[src/design/adtsff_pkg.sv]
// ----------------------------------------------------------------------------
// adtsff_pkg: shared types and constants for the ADTS frame finder
// Holds the event record passed from the byte parser to the timestamp unit,
// the config register codes and the sampling-rate tables.
// ----------------------------------------------------------------------------
package adtsff_pkg;

    localparam int CFG_INDEX_W = 2;
    localparam int CFG_DATA_W  = 32;

    localparam logic [CFG_INDEX_W-1:0] CFG_TS_IN_MS   = 2'd0;
    localparam logic [CFG_INDEX_W-1:0] CFG_START_TS   = 2'd1;

    localparam logic [7:0]  SYNC_BYTE      = 8'hFF;
    localparam logic [3:0]  SYNC_NIBBLE    = 4'hF;
    localparam logic [12:0] HEADER_LEN     = 13'd7;
    localparam logic [10:0] SAMPLES_PER_FR = 11'd1024;
    localparam logic [3:0]  FIRST_BAD_IDX  = 4'd13;

    // one parser event: frame header found, or buffer end without a header
    typedef struct packed {
        logic        found;
        logic [15:0] offset;
        logic [12:0] length;
        logic [3:0]  rate_index;
    } evt_t;

    typedef struct packed {
        logic                   valid;
        logic [CFG_INDEX_W-1:0] index;
        logic [CFG_DATA_W-1:0]  data;
    } cfg_wr_t;

    function automatic logic [16:0] rate_of(input logic [3:0] idx);
        logic [16:0] r;
        case (idx)
            4'd0:    r = 17'd96000;
            4'd1:    r = 17'd88200;
            4'd2:    r = 17'd64000;
            4'd3:    r = 17'd48000;
            4'd4:    r = 17'd44100;
            4'd5:    r = 17'd32000;
            4'd6:    r = 17'd24000;
            4'd7:    r = 17'd22050;
            4'd8:    r = 17'd16000;
            4'd9:    r = 17'd12000;
            4'd10:   r = 17'd11025;
            4'd11:   r = 17'd8000;
            4'd12:   r = 17'd7350;
            default: r = 17'd0;
        endcase
        return r;
    endfunction

    // 1024000 / rate, truncated
    function automatic logic [7:0] ms_step_of(input logic [3:0] idx);
        logic [7:0] s;
        case (idx)
            4'd0:    s = 8'd10;
            4'd1:    s = 8'd11;
            4'd2:    s = 8'd16;
            4'd3:    s = 8'd21;
            4'd4:    s = 8'd23;
            4'd5:    s = 8'd32;
            4'd6:    s = 8'd42;
            4'd7:    s = 8'd46;
            4'd8:    s = 8'd64;
            4'd9:    s = 8'd85;
            4'd10:   s = 8'd92;
            4'd11:   s = 8'd128;
            4'd12:   s = 8'd139;
            default: s = 8'd0;
        endcase
        return s;
    endfunction

endpackage

[src/design/adts_frame_finder.sv]
// A result goes through the event queue and then the output register before it is on m_*.
// Throughput: one byte per cycle; a two-entry event queue feeds the output
// register, so s_tready drops only while the output register and both queue
// entries hold results.
// Reset: synchronous, active low; clears parser state, queue, rate, timestamp
// and the ms-mode flag.
// ----------------------------------------------------------------------------
// adts_frame_finder: ADTS sync search and header parser
// Finds ADTS headers in a byte stream, reports offset, length, rate and a
// running timestamp per frame, and reports buffer ends hit before a header.
// ----------------------------------------------------------------------------
module adts_frame_finder #(
    parameter int TIMESTAMP_WIDTH = 32
) (
    input  logic        aclk,
    input  logic        aresetn,
    input  logic        s_tvalid,
    output logic        s_tready,
    input  logic [7:0]  s_tdata,    // [7:0] stream_byte
    input  logic        s_tlast,    // buffer_end
    output logic        m_tvalid,
    input  logic        m_tready,
    // [15:0] frame_offset, [28:16] frame_length, [32:29] rate_index,
    // [49:33] sample_rate, [50] bad_index, [82:51] frame_timestamp, [87:83] zero
    output logic [87:0] m_tdata,
    output logic        m_tuser,    // found
    input  logic        cfg_valid,
    output logic        cfg_ready,
    input  logic [adtsff_pkg::CFG_INDEX_W-1:0] cfg_index,
    input  logic [adtsff_pkg::CFG_DATA_W-1:0]  cfg_data
);

    adtsff_pkg::evt_t    push_evt, head_evt;
    adtsff_pkg::cfg_wr_t cfg_wr;
    logic        push, q_full, q_pop, q_not_empty;
    logic [15:0] o_offset;
    logic [12:0] o_length;
    logic [3:0]  o_idx;
    logic [16:0] o_rate;
    logic        o_bad;
    logic [31:0] o_ts;

    assign cfg_ready    = 1'b1;
    assign cfg_wr.valid = cfg_valid;
    assign cfg_wr.index = cfg_index;
    assign cfg_wr.data  = cfg_data;

    adtsff_front u_front (
        .aclk     (aclk),
        .aresetn  (aresetn),
        .in_valid (s_tvalid),
        .in_ready (s_tready),
        .in_byte  (s_tdata),
        .in_last  (s_tlast),
        .q_full   (q_full),
        .push     (push),
        .push_evt (push_evt)
    );

    adtsff_queue u_queue (
        .aclk      (aclk),
        .aresetn   (aresetn),
        .push      (push),
        .push_evt  (push_evt),
        .full      (q_full),
        .pop       (q_pop),
        .not_empty (q_not_empty),
        .head_evt  (head_evt)
    );

    adtsff_back #(
        .TIMESTAMP_WIDTH (TIMESTAMP_WIDTH)
    ) u_back (
        .aclk            (aclk),
        .aresetn         (aresetn),
        .cfg_wr          (cfg_wr),
        .q_not_empty     (q_not_empty),
        .q_head          (head_evt),
        .q_pop           (q_pop),
        .out_valid       (m_tvalid),
        .out_ready       (m_tready),
        .out_found       (m_tuser),
        .out_offset      (o_offset),
        .out_length      (o_length),
        .out_rate_index  (o_idx),
        .out_sample_rate (o_rate),
        .out_bad_index   (o_bad),
        .out_timestamp   (o_ts)
    );

    assign m_tdata = {5'd0, o_ts, o_bad, o_rate, o_idx, o_length, o_offset};

endmodule

[src/design/adtsff_front.sv]
// ----------------------------------------------------------------------------
// adtsff_front: byte parser
// Hunts for ADTS sync, collects the header, skips the frame body and emits
// one event per found header or per buffer end seen outside a frame body.
// ----------------------------------------------------------------------------
module adtsff_front (
    input  logic              aclk,
    input  logic              aresetn,
    input  logic              in_valid,
    output logic              in_ready,
    input  logic [7:0]        in_byte,
    input  logic              in_last,
    input  logic              q_full,
    output logic              push,
    output adtsff_pkg::evt_t  push_evt
);

    typedef enum logic [1:0] {
        PH_HUNT,
        PH_HEADER,
        PH_SKIP
    } phase_t;

    phase_t      phase_reg, phase_next;
    logic [2:0]  cnt_reg, cnt_next;
    logic [7:0]  hb_reg [4];
    logic [7:0]  hb_next [4];
    logic [12:0] skip_reg, skip_next;
    logic [15:0] skipped_reg, skipped_next;
    logic        ff_reg, ff_next;
    logic        accept;

    function automatic logic [15:0] sat_inc(input logic [15:0] v);
        return (v == 16'hFFFF) ? v : v + 16'd1;
    endfunction

    assign in_ready = !q_full;
    assign accept   = in_valid && in_ready;

    always_comb begin
        logic [12:0] len;
        logic [3:0]  idx;
        logic [12:0] dec;
        logic [15:0] s;
        logic        ff;
        logic [1:0]  slot;

        phase_next   = phase_reg;
        cnt_next     = cnt_reg;
        hb_next      = hb_reg;
        skip_next    = skip_reg;
        skipped_next = skipped_reg;
        ff_next      = ff_reg;
        push         = 1'b0;
        push_evt     = '0;
        len  = {hb_reg[1][1:0], hb_reg[2], hb_reg[3][7:5]};
        idx  = hb_reg[0][5:2];
        dec  = (skip_reg != 13'd0) ? skip_reg - 13'd1 : skip_reg;
        s    = skipped_reg;
        ff   = ff_reg;
        slot = 2'(cnt_reg - 3'd2);

        if (accept) begin
            unique case (phase_reg)
                PH_SKIP: begin
                    skip_next = dec;
                    if (dec == 13'd0) begin
                        phase_next = PH_HUNT;
                    end
                end
                PH_HEADER: begin
                    if (cnt_reg >= 3'd2 && cnt_reg <= 3'd5) begin
                        hb_next[slot] = in_byte;
                    end
                    if (cnt_reg >= 3'd6) begin
                        push                = 1'b1;
                        push_evt.found      = 1'b1;
                        push_evt.offset     = skipped_reg;
                        push_evt.length     = len;
                        push_evt.rate_index = idx;
                        skipped_next        = '0;
                        ff_next             = 1'b0;
                        cnt_next            = '0;
                        skip_next  = (len >= adtsff_pkg::HEADER_LEN) ?
                                     len - adtsff_pkg::HEADER_LEN : 13'd0;
                        phase_next = (len > adtsff_pkg::HEADER_LEN) ? PH_SKIP : PH_HUNT;
                    end else if (in_last) begin
                        // partial header dropped
                        push            = 1'b1;
                        push_evt.offset = skipped_reg;
                        skipped_next    = '0;
                        cnt_next        = '0;
                        phase_next      = PH_HUNT;
                    end else begin
                        cnt_next = cnt_reg + 3'd1;
                    end
                end
                default: begin
                    phase_next = PH_HUNT;
                    if (ff_reg && in_byte[7:4] == adtsff_pkg::SYNC_NIBBLE) begin
                        ff         = 1'b0;
                        cnt_next   = 3'd2;
                        phase_next = PH_HEADER;
                    end else begin
                        if (ff_reg) begin
                            s = sat_inc(s);
                        end
                        if (in_byte == adtsff_pkg::SYNC_BYTE) begin
                            ff = 1'b1;
                        end else begin
                            ff = 1'b0;
                            s  = sat_inc(s);
                        end
                    end
                    if (in_last) begin
                        // pending 0xFF counts as skipped
                        if (ff) begin
                            s = sat_inc(s);
                        end
                        ff              = 1'b0;
                        push            = 1'b1;
                        push_evt.offset = s;
                        s               = '0;
                        cnt_next        = '0;
                        phase_next      = PH_HUNT;
                    end
                    skipped_next = s;
                    ff_next      = ff;
                end
            endcase
        end
    end

    always_ff @(posedge aclk) begin
        if (!aresetn) begin
            phase_reg   <= PH_HUNT;
            cnt_reg     <= '0;
            skip_reg    <= '0;
            skipped_reg <= '0;
            ff_reg      <= 1'b0;
            for (int i = 0; i < 4; i++) begin
                hb_reg[i] <= '0;
            end
        end else begin
            phase_reg   <= phase_next;
            cnt_reg     <= cnt_next;
            skip_reg    <= skip_next;
            skipped_reg <= skipped_next;
            ff_reg      <= ff_next;
            hb_reg      <= hb_next;
        end
    end

endmodule

[src/design/adtsff_queue.sv]
// ----------------------------------------------------------------------------
// adtsff_queue: two-entry event queue
// Decouples the byte parser from the timestamp unit and output register.
// ----------------------------------------------------------------------------
module adtsff_queue (
    input  logic              aclk,
    input  logic              aresetn,
    input  logic              push,
    input  adtsff_pkg::evt_t  push_evt,
    output logic              full,
    input  logic              pop,
    output logic              not_empty,
    output adtsff_pkg::evt_t  head_evt
);

    adtsff_pkg::evt_t mem_reg [2];
    logic       wr_ptr_reg, wr_ptr_next;
    logic       rd_ptr_reg, rd_ptr_next;
    logic [1:0] count_reg, count_next;
    logic       do_push, do_pop;

    assign full      = (count_reg == 2'd2);
    assign not_empty = (count_reg != 2'd0);
    assign head_evt  = mem_reg[rd_ptr_reg];
    assign do_push   = push && !full;
    assign do_pop    = pop && not_empty;

    always_comb begin
        wr_ptr_next = do_push ? !wr_ptr_reg : wr_ptr_reg;
        rd_ptr_next = do_pop ? !rd_ptr_reg : rd_ptr_reg;
        count_next  = count_reg;
        if (do_push && !do_pop) begin
            count_next = count_reg + 2'd1;
        end else if (!do_push && do_pop) begin
            count_next = count_reg - 2'd1;
        end
    end

    always_ff @(posedge aclk) begin
        if (do_push) begin
            mem_reg[wr_ptr_reg] <= push_evt;
        end
    end

    always_ff @(posedge aclk) begin
        if (!aresetn) begin
            wr_ptr_reg <= 1'b0;
            rd_ptr_reg <= 1'b0;
            count_reg  <= '0;
        end else begin
            wr_ptr_reg <= wr_ptr_next;
            rd_ptr_reg <= rd_ptr_next;
            count_reg  <= count_next;
        end
    end

endmodule

[src/design/adtsff_back.sv]
// ----------------------------------------------------------------------------
// adtsff_back: rate lookup, timestamp and output register
// Pops parser events, keeps the current rate and running timestamp, and
// holds one finished result until the consumer takes it.
// ----------------------------------------------------------------------------
module adtsff_back #(
    parameter int TIMESTAMP_WIDTH = 32
) (
    input  logic                aclk,
    input  logic                aresetn,
    input  adtsff_pkg::cfg_wr_t cfg_wr,
    input  logic                q_not_empty,
    input  adtsff_pkg::evt_t    q_head,
    output logic                q_pop,
    output logic                out_valid,
    input  logic                out_ready,
    output logic                out_found,
    output logic [15:0]         out_offset,
    output logic [12:0]         out_length,
    output logic [3:0]          out_rate_index,
    output logic [16:0]         out_sample_rate,
    output logic                out_bad_index,
    output logic [31:0]         out_timestamp
);

    logic                       ts_ms_reg;
    logic [TIMESTAMP_WIDTH-1:0] ts_reg, ts_next;
    logic [16:0]                rate_reg, rate_next;
    logic [7:0]                 ms_step_reg, ms_step_next;
    logic                       valid_reg;
    logic                       found_reg;
    logic [15:0]                offset_reg;
    logic [12:0]                length_reg;
    logic [3:0]                 idx_reg;
    logic [16:0]                orate_reg;
    logic                       bad_reg;
    logic [31:0]                ots_reg;
    logic                       bad;
    logic [TIMESTAMP_WIDTH-1:0] step;

    assign q_pop = q_not_empty && (!valid_reg || out_ready);
    assign bad   = (q_head.rate_index >= adtsff_pkg::FIRST_BAD_IDX);

    always_comb begin
        rate_next    = rate_reg;
        ms_step_next = ms_step_reg;
        if (!bad) begin
            rate_next    = adtsff_pkg::rate_of(q_head.rate_index);
            ms_step_next = adtsff_pkg::ms_step_of(q_head.rate_index);
        end
        step    = ts_ms_reg ? TIMESTAMP_WIDTH'(ms_step_next)
                            : TIMESTAMP_WIDTH'(adtsff_pkg::SAMPLES_PER_FR);
        ts_next = ts_reg + step;
    end

    always_ff @(posedge aclk) begin
        if (!aresetn) begin
            ts_ms_reg   <= 1'b0;
            ts_reg      <= '0;
            rate_reg    <= '0;
            ms_step_reg <= '0;
            valid_reg   <= 1'b0;
        end else begin
            if (cfg_wr.valid) begin
                if (cfg_wr.index == adtsff_pkg::CFG_TS_IN_MS) begin
                    ts_ms_reg <= cfg_wr.data[0];
                end else if (cfg_wr.index == adtsff_pkg::CFG_START_TS) begin
                    ts_reg <= TIMESTAMP_WIDTH'(cfg_wr.data);
                end
            end
            if (q_pop) begin
                valid_reg <= 1'b1;
                if (q_head.found) begin
                    ts_reg      <= ts_next;
                    rate_reg    <= rate_next;
                    ms_step_reg <= ms_step_next;
                end
            end else if (out_ready) begin
                valid_reg <= 1'b0;
            end
        end
    end

    always_ff @(posedge aclk) begin
        if (q_pop) begin
            found_reg  <= q_head.found;
            offset_reg <= q_head.offset;
            length_reg <= q_head.length;
            idx_reg    <= q_head.rate_index;
            if (q_head.found) begin
                orate_reg <= rate_next;
                bad_reg   <= bad;
                ots_reg   <= 32'(ts_next);
            end else begin
                orate_reg <= '0;
                bad_reg   <= 1'b0;
                ots_reg   <= '0;
            end
        end
    end

    assign out_valid       = valid_reg;
    assign out_found       = found_reg;
    assign out_offset      = offset_reg;
    assign out_length      = length_reg;
    assign out_rate_index  = idx_reg;
    assign out_sample_rate = orate_reg;
    assign out_bad_index   = bad_reg;
    assign out_timestamp   = ots_reg;

endmodule

[config.mk]
export PLATFORM = sky130hd
export DESIGN_NAME = adts_frame_finder
export DESIGN_NICKNAME = d
export VERILOG_FILES = /design/src/design/adtsff_pkg.sv /design/src/design/adts_frame_finder.sv /design/src/design/adtsff_front.sv /design/src/design/adtsff_queue.sv /design/src/design/adtsff_back.sv
export SDC_FILE = /design/constraint.sdc
export NUM_CORES = 1
export LEC_CHECK = 0
export BUFFER_PORTS_ARGS = -buffer_cell sky130_fd_sc_hd__buf_2
export CORE_ASPECT_RATIO = 1.2
export CORE_MARGIN = 2
export CORE_UTILIZATION = 60
export DETAILED_ROUTE_END_ITERATION = 16
export PLACE_DENSITY = 0.84
export SLEW_MARGIN = 20
export SYNTH_ARGS = -nofsm -noshare
export SYNTH_HDL_FRONTEND = slang
export SYNTH_HIERARCHICAL = 1
export SYNTH_SLANG_ARGS = --single-unit
[constraint.sdc]
create_clock -name aclk -period 7.4 [get_ports aclk]
set_input_delay 1.11 -clock aclk [delete_from_list [all_inputs] [get_ports aclk]]
set_output_delay 1.11 -clock aclk [all_outputs]
set_load 0.01 [all_outputs]
==> metrics.md <==
| Metric | Value |
|---|---|
| Crit path cell chain | `ha_1 > nand4_1 > or4_1 > nand2_1 > mux2_2 > ha_1 > nand3_1 > or4_1 > a21boi_2 > nand3_2 > a311oi_1 > ha_1 > nand2_1 > a2111o_1 > nor4b_2 > and3_1 > nand4_1 > o311a_1` |
| Drt total wl | `38400 um` |
| Clock Path Buffers | `3` |
| DP HPWL | `26200 um` |
| Setup TNS | `0 ns` |
| Boundary pin count | `140` |
| Vias per inst | `6.38` |
| Maximum fanout along the worst path | `11` |
| Most common flop cell mapped by yosys | `edfxtp_1` |
| CTS sink cnt | `268` |
| Setup WS post-layout | `0.670 ns` |
| Worst-skew pair later-pin latency | `0.55 ns` |
| Die height | `177 um` |
| Status | `complete, no violations` |
| Post-synth ARST share | `0` |
| Fmax | `149 MHz` |
| Delay-heaviest family, CP | `simple AND/OR/NAND/NOR gates` |
| Relative slew slack | `0.286` |
| Final instance area | `16500 sq um` |
| Routed vias | `12500` |
| Layout area overhead | `10.8%` |
| Worst Clk Skew | `0.0334 ns` |
| WP buf/inv | `0` |
| Crit-path slowest cell | `or4_1` |
| Final setup violation count | `0` |
| Post-CTS Resized | `0` |
| Final worst path period need | `6.73 ns` |
| Largest register FFs | `68` |
| Hold-fix buffers, CTS | `0` |
| ANT nets after route | `0` |
| CP Launch Type | `flop` |
| Setup CP Type | `reg2reg` |
| FF/Latch Area | `6890 sq um` |
| Reg clk slew, reported paths | `0.06 ns` |
| MaxCap Viol Count | `0` |
| Final Hold Viols | `0` |
| Drt first-iter violations | `1539` |
| Die X | `148 um` |
| Synth unique cells | `99` |
| Total gr overflow | `0` |
| Yosys reg bits | `268` |
| CP peak stage delay | `0.65 ns` |
| GR Util met3 | `0.0374` |
| Sequential-to-total area share from yosys stat | `0.462` |
| # Post-CTS Setup Buffers | `0` |
| H-tree depth | `1` |
| Post-Route Utilization | `0.672` |
| Routed wire per std cell | `19.6 um` |
| Max Slew Vio Count | `0` |
| Layout cell share with drive strength beyond 1 | `0.170` |
| Post-synthesis cell area | `14900 sq um` |
| Met2 usage | `0.485` |
| Crit-path most repeated cell | `ha_1` |
| Gpl congestion | `0.960` |
| CTS Buf Count | `26` |
| DRC | `0` |
| GRT Resource Usage Total | `0.286` |
| GRT busiest layer | `met2` |
| Fin Hold WS | `0.453 ns` |
| Lkg Pwr | `6.26 nW` |
| Initial Utilization | `0.607` |
| Largest net degree at the start of global routing | `88` |
| GR Util met1 | `0.369` |
| Die Area | `26200 sq um` |
| Power Density | `301 nW/um^2` |
| Number of placement rows | `63` |
| VDD IR max | `0.243 mV` |
| Mapped Avg Cell Area | `9.74 sq um` |
| Multi-input gate area | `7480 sq um` |
| Fin nets | `1695` |
| CTS tree | `yes` |
| Synth Instances | `1532` |
| Hold WC Path Type | `reg2reg` |
| Fin crit share | `0.909` |
| Actual slew at the worst max-slew pin | `1.07 ns` |
| Initial antenna violation count | `0` |
| # port buffers | `133` |
| Crit path required time | `7.69 ns` |
| WP data arrival | `7.02 ns` |
| Post-synth EDFFs | `152` |
| Yosys warns | `6` |
| RSZ-0062 raised after global routing | `false` |
| # diodes | `0` |
| Detailed-router iteration count before antenna repair | `6` |
| Post-place setup slack | `0.806 ns` |
| Cell area after placement | `15700 sq um` |
| Fill count | `1899` |
| Root buffer cell | `clkbuf_16` |
| Core area | `24600 sq um` |
| First-pass GRT wire length | `60500 um` |
| Worst setup EP type | `flop` |
| Number of global-route vias before repair | `11800` |
[final cells by class]
type,instances,area share
Clock inverter,13,0.00810
Inverter,35,0.00795
Sequential cell,268,0.416
Clock buffer,35,0.0426
Tap cell,325,0.0246
Timing Repair Buffer,149,0.0477
Multi-Input combinational cell,1136,0.453
[power by group]
group	total [mW]	switching, mW	internal, mW
Combinational	1.44	0.915	0.526
Clock	1.30	0.560	0.742
Sequential	2.24	0.181	2.05
[placed cells by master (no fill, tap or decap), types with 10 or more instances in the layout]
master / count
or4_1: 11
buf_4: 15
o211a_1: 17
inv_1: 33
clkbuf_16: 26
and3_1: 16
or3_1: 11
xor2_1: 17
nor2_1: 103
mux2_2: 36
nor2b_1: 60
xnor2_1: 52
nand3_1: 49
a21boi_0: 10
o21ai_0: 56
buf_2: 133
mux2i_1: 21
nor3_1: 25
and2_1: 63
a31oi_1: 14
nand2_1: 160
ha_1: 30
o211ai_1: 23
edfxtp_1: 152
a22oi_1: 36
nand4_1: 22
a21oi_1: 83
nor4_1: 12
a211oi_1: 15
nand2b_1: 13
dfxtp_1: 116
[metal layers]
layer,wire (um),vias up
met4,1410,0
li1,-,5796
met3,3230,105
met5,0,-
met2,18500,653
met1,15300,5955
[worst paths after layout]
kind	start	end	slack [ns]	depth (start not counted)
min reg2reg	u_back/rate_reg[12]	u_back/rate_reg[12]	0.45	2
max	u_front/skipped_reg[0]	u_queue/mem_reg[1][31]	0.67	18
min	u_back/rate_reg[12]	u_back/rate_reg[12]	0.45	2
max reg2reg	u_front/skipped_reg[0]	u_queue/mem_reg[1][31]	0.67	18
[worst min-delay path, delay by kind of cell (launching register included)]
family / cells / cell delay, ns
compound gates: 1 / 0.05
flops: 1 / 0.30
simple gates: 1 / 0.05
[per-stage QoR]
step                power, mW  instances
floorplan                3.19       1536
global placement         3.63       1913
detailed placement       3.68       1913
CTS                      4.99       1961
global route             5.23       1961
finish                   4.98       1961
[cells in the mapped netlist (13+ instances only)]
cell type / n / share of area
inv_1: 33 / 0.0083
o211a_1: 17 / 0.011
o211ai_1: 23 / 0.012
buf_2: 13 / 0.0044
and2_1: 64 / 0.027
xnor2_1: 52 / 0.031
xor2_1: 17 / 0.010
nand3_1: 49 / 0.016
a22oi_1: 36 / 0.018
nand4_1: 22 / 0.0092
ha_1: 30 / 0.025
edfxtp_1: 152 / 0.31
a211oi_1: 16 / 0.0081
clkbuf_1: 60 / 0.015
a21oi_1: 83 / 0.028
a31oi_1: 14 / 0.0059
nor2_1: 104 / 0.026
buf_4: 17 / 0.0086
mux2_2: 36 / 0.027
nor3_1: 26 / 0.0087
mux2i_1: 21 / 0.014
nor2b_1: 60 / 0.025
nand2_1: 161 / 0.041
and3_1: 16 / 0.0067
nand2b_1: 13 / 0.0055
o21ai_0: 56 / 0.019
dfxtp_1: 116 / 0.16
[logic make-up (layout without fill, tap and decap cells)]
family,after synthesis,after routing,synth area share
and+or+nand+nor,602,602,0.216
AOI/OAI and AO/OA,369,369,0.172
DFF,268,268,0.462
buffers and inverters,132,232,0.0396
xor gates and xnor gates,69,69,0.0405
muxes,59,59,0.0428
adders and majority gates,31,31,0.0265
other,2,6,0.000503
No activity file was read; power rests on OpenSTA's default activity.
